**src/rtl/tcl_pkg.sv**
```systemverilog
`default_nettype none
package tcl_pkg;

  localparam int CJ_SEGS = 9;
  localparam int TC_SEGS = 16;

  typedef logic [3:0] seg_t;

  localparam logic [12:0] TEMP_MAX = 13'h1FFF;

  localparam logic [11:0] CJ_EDGE [CJ_SEGS+1] = '{
    12'd0, 12'd160, 12'd320, 12'd640, 12'd960, 12'd1280, 12'd1600, 12'd1920,
    12'd2560, 12'd4000
  };
  localparam logic [10:0] CJ_SPAN [CJ_SEGS] = '{
    11'd160, 11'd160, 11'd320, 11'd320, 11'd320, 11'd320, 11'd320, 11'd640,
    11'd1440
  };
  localparam logic [7:0] CJ_RISE [CJ_SEGS] = '{
    8'd25, 8'd26, 8'd51, 8'd52, 8'd52, 8'd53, 8'd53, 8'd106, 8'd238
  };
  localparam logic [8:0] CJ_BASE [CJ_SEGS] = '{
    9'd0, 9'd25, 9'd51, 9'd102, 9'd154, 9'd206, 9'd259, 9'd312, 9'd418
  };

  localparam logic [11:0] TC_EDGE [TC_SEGS+1] = '{
    12'h066, 12'h09A, 12'h0CE, 12'h103, 12'h138, 12'h1A2, 12'h20C, 12'h2DE,
    12'h3AC, 12'h478, 12'h548, 12'h61B, 12'h6F2, 12'h7C7, 12'h89F, 12'h978,
    12'hA52
  };
  localparam logic [7:0] TC_DIV [TC_SEGS] = '{
    8'h34, 8'h34, 8'h35, 8'h35, 8'h6A, 8'h6A, 8'hD2, 8'hCE, 8'hCD,
    8'hD0, 8'hD3, 8'hD7, 8'hD5, 8'hD8, 8'hD9, 8'hDA
  };
  localparam logic [5:0] TC_DT [TC_SEGS] = '{
    6'd10, 6'd10, 6'd10, 6'd10, 6'd20, 6'd20, 6'd40, 6'd40, 6'd40,
    6'd40, 6'd40, 6'd40, 6'd40, 6'd40, 6'd40, 6'd40
  };
  localparam logic [16:0] TC_T0DIV [TC_SEGS] = '{
    17'(20 * 52), 17'(30 * 52), 17'(40 * 53), 17'(50 * 53),
    17'(60 * 106), 17'(80 * 106), 17'(100 * 210), 17'(140 * 206),
    17'(180 * 205), 17'(220 * 208), 17'(260 * 211), 17'(300 * 215),
    17'(340 * 213), 17'(380 * 216), 17'(420 * 217), 17'(460 * 218)
  };

  typedef struct packed {
    logic        op;
    logic        oor;
    seg_t        seg;
    logic [10:0] off;
  } dec_t;

  typedef struct packed {
    logic       op;
    logic       oor;
    logic [8:0] base;
  } num_ctl_t;

endpackage
`default_nettype wire

```
**src/rtl/tcl_decode.sv**
```systemverilog
`default_nettype none
module tcl_decode (
  input  wire logic               clk,
  input  wire logic               rst,
  input  wire logic               in_valid,
  input  wire logic               op,
  input  wire logic signed [15:0] raw_code,
  input  wire logic               down_stall,
  output logic                    up_stall,
  output logic                    valid,
  output tcl_pkg::dec_t           dec
);
  import tcl_pkg::*;

  logic        cj_oor;
  logic [11:0] cj_q;
  seg_t        cj_seg;
  logic        tc_oor;
  logic [11:0] tc_c;
  seg_t        tc_seg;
  dec_t        dec_next;

  always_comb begin
    cj_oor = (raw_code < -16'sd3) || (!raw_code[15] && (raw_code[14:2] > 13'd4000));
    cj_q   = raw_code[15] ? 12'd0 : raw_code[13:2];
    cj_seg = seg_t'(CJ_SEGS - 1);
    for (int i = CJ_SEGS - 2; i >= 0; i--) begin
      if (cj_q <= CJ_EDGE[i+1]) cj_seg = seg_t'(i);
    end

    tc_oor = (raw_code <= 16'sh0066) || (raw_code > 16'sh0A52);
    tc_c   = raw_code[11:0];
    tc_seg = seg_t'(TC_SEGS - 1);
    for (int i = TC_SEGS - 2; i >= 0; i--) begin
      if (tc_c <= TC_EDGE[i+1]) tc_seg = seg_t'(i);
    end

    dec_next.op = op;
    if (op) begin
      dec_next.oor = tc_oor;
      dec_next.seg = tc_seg;
      dec_next.off = 11'(tc_c - TC_EDGE[5'(tc_seg)]);
    end else begin
      dec_next.oor = cj_oor;
      dec_next.seg = cj_seg;
      dec_next.off = 11'(cj_q - CJ_EDGE[cj_seg]);
    end
  end

  assign up_stall = valid & down_stall;

  always_ff @(posedge clk) begin
    if (rst) begin
      valid <= 1'b0;
    end else if (!up_stall) begin
      valid <= in_valid;
    end
  end

  always_ff @(posedge clk) begin
    if (!up_stall) begin
      dec <= dec_next;
    end
  end

endmodule
`default_nettype wire

```
**src/rtl/tcl_numer.sv**
```systemverilog
`default_nettype none
module tcl_numer #(
  parameter int FRAC_BITS = 4
) (
  input  wire logic                          clk,
  input  wire logic                          rst,
  input  wire logic                          in_valid,
  input  wire tcl_pkg::dec_t                 dec,
  input  wire logic                          down_stall,
  output logic                               up_stall,
  output logic                               valid,
  output logic [((17 + FRAC_BITS > 19) ? 17 + FRAC_BITS : 19)-1:0] num,
  output logic [((17 + FRAC_BITS > 19) ? 17 + FRAC_BITS : 19)+5:0] recip,
  output tcl_pkg::num_ctl_t                  ctl
);
  import tcl_pkg::*;

  localparam int NW = (17 + FRAC_BITS > 19) ? 17 + FRAC_BITS : 19;
  localparam int RS = NW + 11;
  localparam int MW = NW + 6;

  logic [MW-1:0] tc_recip [TC_SEGS];
  logic [MW-1:0] cj_recip [CJ_SEGS];

  for (genvar g = 0; g < TC_SEGS; g++) begin : g_tc_recip
    localparam logic [63:0] D = 64'(TC_DIV[g]);
    localparam logic [63:0] R = ((64'd1 << RS) + D - 64'd1) / D;
    assign tc_recip[g] = MW'(R);
  end

  for (genvar g = 0; g < CJ_SEGS; g++) begin : g_cj_recip
    localparam logic [63:0] D = 64'(CJ_SPAN[g]);
    localparam logic [63:0] R = ((64'd1 << RS) + D - 64'd1) / D;
    assign cj_recip[g] = MW'(R);
  end

  logic [18:0] cj_prod;
  logic [13:0] tc_dtoff;
  logic [16:0] tc_num;
  logic [NW-1:0] num_next;
  logic [MW-1:0] recip_next;
  num_ctl_t      ctl_next;

  always_comb begin
    cj_prod    = '0;
    tc_dtoff   = '0;
    tc_num     = '0;
    ctl_next.op   = dec.op;
    ctl_next.oor  = dec.oor;
    ctl_next.base = '0;
    if (dec.op) begin
      tc_dtoff   = 14'(TC_DT[dec.seg]) * 14'(dec.off[7:0]);
      tc_num     = TC_T0DIV[dec.seg] + 17'(tc_dtoff);
      num_next   = NW'(tc_num) << FRAC_BITS;
      recip_next = tc_recip[dec.seg];
    end else if (dec.seg < seg_t'(CJ_SEGS)) begin
      cj_prod       = 19'(CJ_RISE[dec.seg]) * 19'(dec.off);
      num_next      = NW'(cj_prod);
      recip_next    = cj_recip[dec.seg];
      ctl_next.base = CJ_BASE[dec.seg];
    end else begin
      num_next   = '0;
      recip_next = '0;
    end
  end

  assign up_stall = valid & down_stall;

  always_ff @(posedge clk) begin
    if (rst) begin
      valid <= 1'b0;
    end else if (!up_stall) begin
      valid <= in_valid;
    end
  end

  always_ff @(posedge clk) begin
    if (!up_stall) begin
      num   <= num_next;
      recip <= recip_next;
      ctl   <= ctl_next;
    end
  end

endmodule
`default_nettype wire

```
**src/rtl/tcl_div.sv**
```systemverilog
`default_nettype none
module tcl_div #(
  parameter int FRAC_BITS = 4
) (
  input  wire logic                          clk,
  input  wire logic                          rst,
  input  wire logic                          in_valid,
  input  wire logic [((17 + FRAC_BITS > 19) ? 17 + FRAC_BITS : 19)-1:0] num,
  input  wire logic [((17 + FRAC_BITS > 19) ? 17 + FRAC_BITS : 19)+5:0] recip,
  input  wire tcl_pkg::num_ctl_t             ctl,
  input  wire logic                          out_stall,
  output logic                               up_stall,
  output logic                               out_valid,
  output logic [9:0]                         comp_code,
  output logic [12:0]                        temp_sixteenths,
  output logic                               out_of_range
);
  import tcl_pkg::*;

  localparam int NW = (17 + FRAC_BITS > 19) ? 17 + FRAC_BITS : 19;
  localparam int RS = NW + 11;
  localparam int MW = NW + 6;
  localparam int QW = 9 + FRAC_BITS;
  localparam int TW = (QW > 13) ? QW : 13;

  logic [NW+MW-1:0] prod;
  logic             mul_valid;
  logic             mul_stall;
  logic [QW-1:0]    quot;
  num_ctl_t         mul_ctl;

  logic [TW-1:0]    quot_ext;
  logic [9:0]       comp_next;
  logic [12:0]      temp_next;

  assign prod      = (NW+MW)'(num) * (NW+MW)'(recip);
  assign up_stall  = mul_valid & mul_stall;
  assign mul_stall = out_valid & out_stall;

  always_ff @(posedge clk) begin
    if (rst) begin
      mul_valid <= 1'b0;
    end else if (!up_stall) begin
      mul_valid <= in_valid;
    end
  end

  always_ff @(posedge clk) begin
    if (!up_stall) begin
      quot    <= prod[RS +: QW];
      mul_ctl <= ctl;
    end
  end

  always_comb begin
    quot_ext  = TW'(quot);
    comp_next = '0;
    temp_next = '0;
    if (!mul_ctl.oor) begin
      if (mul_ctl.op) begin
        temp_next = (quot_ext > TW'(TEMP_MAX)) ? TEMP_MAX : quot_ext[12:0];
      end else begin
        comp_next = 10'(mul_ctl.base) + 10'(quot[7:0]);
      end
    end
  end

  always_ff @(posedge clk) begin
    if (rst) begin
      out_valid <= 1'b0;
    end else if (!mul_stall) begin
      out_valid <= mul_valid;
    end
  end

  always_ff @(posedge clk) begin
    if (!mul_stall) begin
      comp_code       <= comp_next;
      temp_sixteenths <= temp_next;
      out_of_range    <= mul_ctl.oor;
    end
  end

endmodule
`default_nettype wire

```
**src/rtl/thermocouple_table_linearizer.sv**
```systemverilog
`default_nettype none
// channel   direction  handshake              payload
// in        sink       in_valid / in_stall    op, raw_code
// out       source     out_valid / out_stall  comp_code, temp_sixteenths, out_of_range
//
// Four register stages: segment decode, numerator, reciprocal multiply, result.
// One beat per cycle while out is not stalled.
// Synchronous active-high rst clears every stage valid; data registers hold.
// A stall on out holds each full stage; empty stages keep filling behind it.
module thermocouple_table_linearizer #(
  parameter int FRAC_BITS = 4
) (
  input  wire logic               clk,
  input  wire logic               rst,
  input  wire logic               in_valid,
  output logic                    in_stall,
  input  wire logic               op,
  input  wire logic signed [15:0] raw_code,
  output logic                    out_valid,
  input  wire logic               out_stall,
  output logic [9:0]              comp_code,
  output logic [12:0]             temp_sixteenths,
  output logic                    out_of_range
);
  import tcl_pkg::*;

  localparam int NW = (17 + FRAC_BITS > 19) ? 17 + FRAC_BITS : 19;
  localparam int MW = NW + 6;

  logic          dec_valid;
  logic          dec_stall;
  dec_t          dec;
  logic          num_valid;
  logic          num_stall;
  logic [NW-1:0] num;
  logic [MW-1:0] recip;
  num_ctl_t      ctl;

  tcl_decode u_decode (
    .clk        (clk),
    .rst        (rst),
    .in_valid   (in_valid),
    .op         (op),
    .raw_code   (raw_code),
    .down_stall (dec_stall),
    .up_stall   (in_stall),
    .valid      (dec_valid),
    .dec        (dec)
  );

  tcl_numer #(.FRAC_BITS(FRAC_BITS)) u_numer (
    .clk        (clk),
    .rst        (rst),
    .in_valid   (dec_valid),
    .dec        (dec),
    .down_stall (num_stall),
    .up_stall   (dec_stall),
    .valid      (num_valid),
    .num        (num),
    .recip      (recip),
    .ctl        (ctl)
  );

  tcl_div #(.FRAC_BITS(FRAC_BITS)) u_div (
    .clk             (clk),
    .rst             (rst),
    .in_valid        (num_valid),
    .num             (num),
    .recip           (recip),
    .ctl             (ctl),
    .out_stall       (out_stall),
    .up_stall        (num_stall),
    .out_valid       (out_valid),
    .comp_code       (comp_code),
    .temp_sixteenths (temp_sixteenths),
    .out_of_range    (out_of_range)
  );

endmodule
`default_nettype wire
```
**config.mk**
```make
export PLATFORM = sky130hd
export DESIGN_NAME = thermocouple_table_linearizer
export DESIGN_NICKNAME = d
export VERILOG_FILES = /design/src/rtl/tcl_pkg.sv /design/src/rtl/tcl_decode.sv /design/src/rtl/tcl_numer.sv /design/src/rtl/tcl_div.sv /design/src/rtl/thermocouple_table_linearizer.sv
export SDC_FILE = /design/constraint.sdc
export NUM_CORES = 2
export LEC_CHECK = 0
export ABC_AREA = 0
export BUFFER_PORTS_ARGS = -buffer_cell sky130_fd_sc_hd__buf_2
export CAP_MARGIN = 20
export CORE_UTILIZATION = 55
export CTS_CLUSTER_SIZE = 10
export DETAILED_ROUTE_END_ITERATION = 12
export HOLD_SLACK_MARGIN = 0.12
export PLACE_DENSITY = 0.77
export SLEW_MARGIN = 25
export SYNTH_ARGS = -nofsm -noshare
export SYNTH_HDL_FRONTEND = slang
export SYNTH_SLANG_ARGS = --single-unit
export TNS_END_PERCENT = 100
```
**constraint.sdc**
```tcl
create_clock -name clk -period 20.1 [get_ports clk]
set_input_delay 4.02 -clock clk [delete_from_list [all_inputs] [get_ports clk]]
set_output_delay 4.02 -clock clk [all_outputs]
set_load 0.03 [all_outputs]
```
======== Word level (Yosys, flattened, before mapping) ========
Memories as Yosys holds them, arrays and structs flattened. A register that Yosys moved wholly into a read port is not among the register bits.
Index checks and enable logic that the tools add are counted.
storage, ports and cells
  logic and storage cells ................. 128
  register bits after elaboration ......... 119
  memories kept ........................... 8
  ROM bits ................................ 2080
  input bits .............................. 21
  output and inout bits ................... 26
operators by class
  mux-type cells .......................... 44
  $add $sub $neg .......................... 4
  reductions and logical operators ........ 8
  $mul .................................... 3
  bitwise gates (word level) .............. 9
  order comparisons ....................... 32
memories
  memory            depth  width  read ports  clocked after Yosys merged registers in  wr ports  line              source
  (name not given)  16     27     1           0                                        0         tcl_numer.sv:55   recip_next = tc_recip[dec.seg];
  (name not given)  16     27     1           0                                        0         tcl_numer.sv:59   recip_next = cj_recip[dec.seg];
  (name not given)  32     12     1           0                                        0         tcl_decode.sv:42  dec_next.off = 11'(tc_c - TC_EDGE[5'(tc_seg)]);
  (name not given)  16     17     1           0                                        0         tcl_numer.sv:53   tc_num = TC_T0DIV[dec.seg] + 17'(tc_dtoff);
  (name not given)  16     12     1           0                                        0         tcl_decode.sv:46  dec_next.off = 11'(cj_q - CJ_EDGE[cj_seg]);
  (name not given)  16     9      1           1                                        0         tcl_numer.sv:60   ctl_next.base = CJ_BASE[dec.seg];
  +2 memories       n/a    n/a    n/a         n/a                                      n/a       n/a
operators by type and width
  kind                                                             count
  two-way mux 27 bit                                               6
  <= comparator 12 x 11 -> 1 bit, second input constant            8
  two-way mux 4 bit                                                16
  <= comparator 12 x 10 -> 1 bit, second input constant            5
  <= comparator 12 x 9 -> 1 bit, second input constant             4
  multiplier 21 x 27 -> 45 bit                                     1
  two-way mux 11 bit                                               4
  <= comparator 12 bit, second input constant                      3
  <= comparator 12 x 8 -> 1 bit, second input constant             3
  two-way mux 17 bit                                               2
  subtractor 11 bit                                                2
  two-way mux 21 bit                                               1
  multiplier 8 x 11 -> 19 bit                                      1
  two-way mux 19 bit                                               1
  adder 17 x 14 -> 17 bit                                          1
  greater-than comparator 16 x 13 -> 1 bit, second input constant  1
  <= comparator 16 x 8 -> 1 bit, second input constant             1
  less-than comparator 16 x 3 -> 1 bit, second input constant      1
  two-way mux 16 bit                                               1
  two-way mux 8 bit                                                2
  multiplier 6 x 8 -> 14 bit                                       1
  greater-than comparator 13 x 12 -> 1 bit, second input constant  1
  greater-than comparator 13 bit, second input constant            1
  two-way mux 13 bit                                               1
  17 further kinds                                                 32

======== Longest topological paths before layout ========
  depth in word-level cells ............... 22
  depth in mapped cells ................... 27
  gate-level depth less buffers ........... 25

======== Hierarchy ========
From an unflattened synthesis, not the netlist that was laid out.
second synthesis, totals
  cell total of the unflattened synthesis .. 3333
  area, all modules ....................... 30071.3 um2
by module, submodules not included
  module      cells an instance  sequential area each (um2)  instances  area an instance (um2)
  tcl_div     2123               1481.4                      1          19548.7
  tcl_numer   853                1761.7                      1          7749.9
  tcl_decode  357                530.5                       1          2772.7

======== Worst setup path before layout ========
No wires, ideal clock.
  path kind ............................... input to output
  start ................................... input port out_stall
  end ..................................... output port in_stall
  slack ................................... 10.960 ns
  stages .................................. 3
  buffers on the path ..................... 0
  arrival time ............................ 5.120 ns
  data required time ...................... 16.080 ns
  path through ............................ and3_1 nand3_1 inv_1
between the ends
  word-level cells in the longest chain between the ends .. 4
ends and longest elaborated chain
  element            line                                 source
  from (decl)        thermocouple_table_linearizer.sv:20  input wire logic out_stall,
  bitwise AND 1 bit  tcl_div.sv:38                        assign mul_stall = out_valid & out_stall;
  bitwise AND 1 bit  tcl_div.sv:37                        assign up_stall = mul_valid & mul_stall;
  bitwise AND 1 bit  tcl_numer.sv:67                      assign up_stall = valid & down_stall;
  bitwise AND 1 bit  tcl_decode.sv:50                     assign up_stall = valid & down_stall;
  to (decl)          thermocouple_table_linearizer.sv:16  output logic in_stall,
Every way passes these cells.

======== Worst setup path after layout ========
Same ends and word-level chain as after synthesis.

==> flow_summary.toml <==
[floorplan]
core_area_mm2 = 0.0526
start_util = 0.557
die_h_um = 233
rows = 84
io_pins = 47
dieWidth_um = 233
dieArea_mm2 = 0.0542

[worst_hold_path]
hold_end = "u_div.mul_ctl[10]"
min_from = "u_numer.ctl[10]"
hold_path.class = "reg2reg"
whs_path_depth = 0

[cts]
cts.path.max_buffers = 2
clock_latency_ps = 430
ctsResizeCount = 0
cts.clk_slew.worst_paths_ps = 70
cts_made_buffers = 17
cts_root_buf = "clkbuf_16"
cts_tree = "built"
cts_max_level = 4
cts_sinks = 126
postCtsSetupRepairBufs = 0
ctsHoldBuffers = 0

[drt]
first_iter_violations = 1812
num_vias = 21700
drtPass1Iterations = 6
antenna_left = 0
top_layer = "met5"
wl_met1_mm = 29.1
drt_wl_total_mm = 71.4
via_per_inst = 5.56
route.met3.wl_mm = 5.78
route.detailed.drc = 0
wire_per_inst_um = 18.2
met2WireLength_mm = 33.9

[grt]
grt_first_pass_wirelength_mm = 118
overflow = 0
grt_use_total = 0.278
grt_max_degree = 78
antenna_found_initial = 1
grt_pass1_vias = 22700

[timing]
timing.fmax_mhz = 106
period_needed_ps = 9450
clock_skew_ps = 11.9
rsz0062_at_grt = "no"
hold_viol_final = 0
worst_pin_slew_ps = 1150
fin_tns_setup_ps = 0
setup_viol_count_final = 0
fin_crit_sh = 0.470
max-slew-margin-rel = 0.235
slew_violations = 0

[worst_setup_path]
worstSetupEndpointType = "output pin"
critPathRequiredTime_ps = 16080
max_stage_delay_ps = 660
crit_path_cell_trace = "buf_2 > and3_1 > nand3_1 > inv_1 > buf_2"
r2r_end = "u_div.quot[11]"
path_class = "in2out"
crit_fanout = 19
crit_path_top_delay_cell = "nand3_1"
cp_common_cell = "buf_2"
r2r.worst_path.cells = 21
cp-start-kind = "primary input"
reg2reg_slack_ps = 11800
worstReg2RegStart = "u_numer.recip[9]"
worstPathArrival_ps = 5430

[logic_synthesis]
synth_edf_count = 122
ys_types = 65
yosysSeqAreaShare = 0.128
ys_ff_latch = 126
synth_top_flop_cell = "edfxtp_1"
ys_async_sr_fraction = 0
synth_fp_nets = 4107
netlist_area_mm2 = 0.0293
avgSynthCellArea_um2 = 8.93
yosysWarnings = 0
syn_inst = 3278

[flow_run]
max-cap-violations = 0

[layout]
layout.nets = 4041
layout_common_cells = "695 x inv_1, 555 x fa_1, 436 x nand2_1"
final_common_cell = "inv_1"
drive_above_1_share = 0.0406
fillers = 4558
area_delta_synth_final_pct = 4.60
final_core_util = 0.583
num_antenna_cells = 0

[place]
place_congestion = 0.914
port_buffers = 46
dp_hpwl_mm = 53.4

[status]
status = "finished clean"
layout make-up:
type                       count  area [µm²]  area share
multi-input combinational   2288       22300       0.728
timing repair buffer          82         500      0.0163
tap                          688         861      0.0281
sequential                   126        3740       0.122
clock buffer                  17         425      0.0139
inverter                     697        2620      0.0854
clock inverter                15         189     0.00617
through the flow:
stage | cells | instance area [µm²] | hold slack [ps] | worst slack (ps)
2_1_floorplan | 3278 | 29300 | 400 | 10960
3_3_place_gp | 3881 | 30000 | 407 | 10520
3_5_place_dp | 3881 | 30000 | 407 | 10570
4_1_cts | 3913 | 30600 | 423 | 10590
5_1_grt | 3913 | 30600 | 433 | 10410
6_report | 3913 | 30600 | 421 | 10650
worst max-delay path, delay by kind of cell:
kind,cells,cell delay [ps]
simple gates,2,910
buf+inv,3,490
logic make-up (layout without fill, tap and decap cells):
| group | after synthesis | after routing | share of synthesized area |
|---|---|---|---|
| AOI/OAI and AO/OA | 345 | 345 | 0.0739 |
| xor gates and xnor gates | 56 | 56 | 0.0167 |
| adders and majority gates | 808 | 808 | 0.488 |
| buffers and inverters | 864 | 811 | 0.111 |
| DFF | 126 | 126 | 0.128 |
| muxes | 8 | 8 | 0.00325 |
| and+or+nand+nor | 1071 | 1071 | 0.180 |
registers in the layout, summed over array words and instances, names as in the netlist:
register	cells
u_decode.dec	17
u_decode.valid	1
u_div.comp_code	10
u_div.mul_ctl	10
u_div.mul_valid	1
u_div.out_of_range	1
u_div.out_valid	1
u_div.quot	13
u_div.temp_sixteenths	13
u_numer.ctl	10
u_numer.num	21
u_numer.recip	27
u_numer.valid	1
worst max path at each step:
stage	slack, ps	from	cells after the start	to
detailed placement	10570	raw_code[3]	22	u_decode.dec[9]
floorplan	10960	out_stall	3	in_stall
global route	10410	out_stall	5	in_stall
finish	10650	out_stall	5	in_stall
global placement	10520	raw_code[4]	22	u_decode.dec[9]
CTS	10590	out_stall	5	in_stall
metal layers:
metal | vias to the layer above | track usage
li1 | 9842 | -
met1 | 10800 | 0.370
met2 | 887 | 0.457
met3 | 173 | 0.0478
met4 | 2 | 0.0997
met5 | - | 0
synthesized netlist by cell type, drive strengths merged (18+ instances only):
cell	n	area, µm²
and2	374	2340
a21oi	105	533
nor2b	26	163
clkbuf	156	586
inv	695	2610
o21ai	96	480
nand2b	18	113
nand2	437	1640
fa	555	11100
nor3	27	135
nand3	30	150
xnor2	36	315
edfxtp	122	3660
ha	253	3170
nor2	111	417
a21o	23	173
xor2	20	175
Power is left out: the tool's default activity adds up to more than one toggle a clock period on the data nets, which glitch-free logic cannot reach.
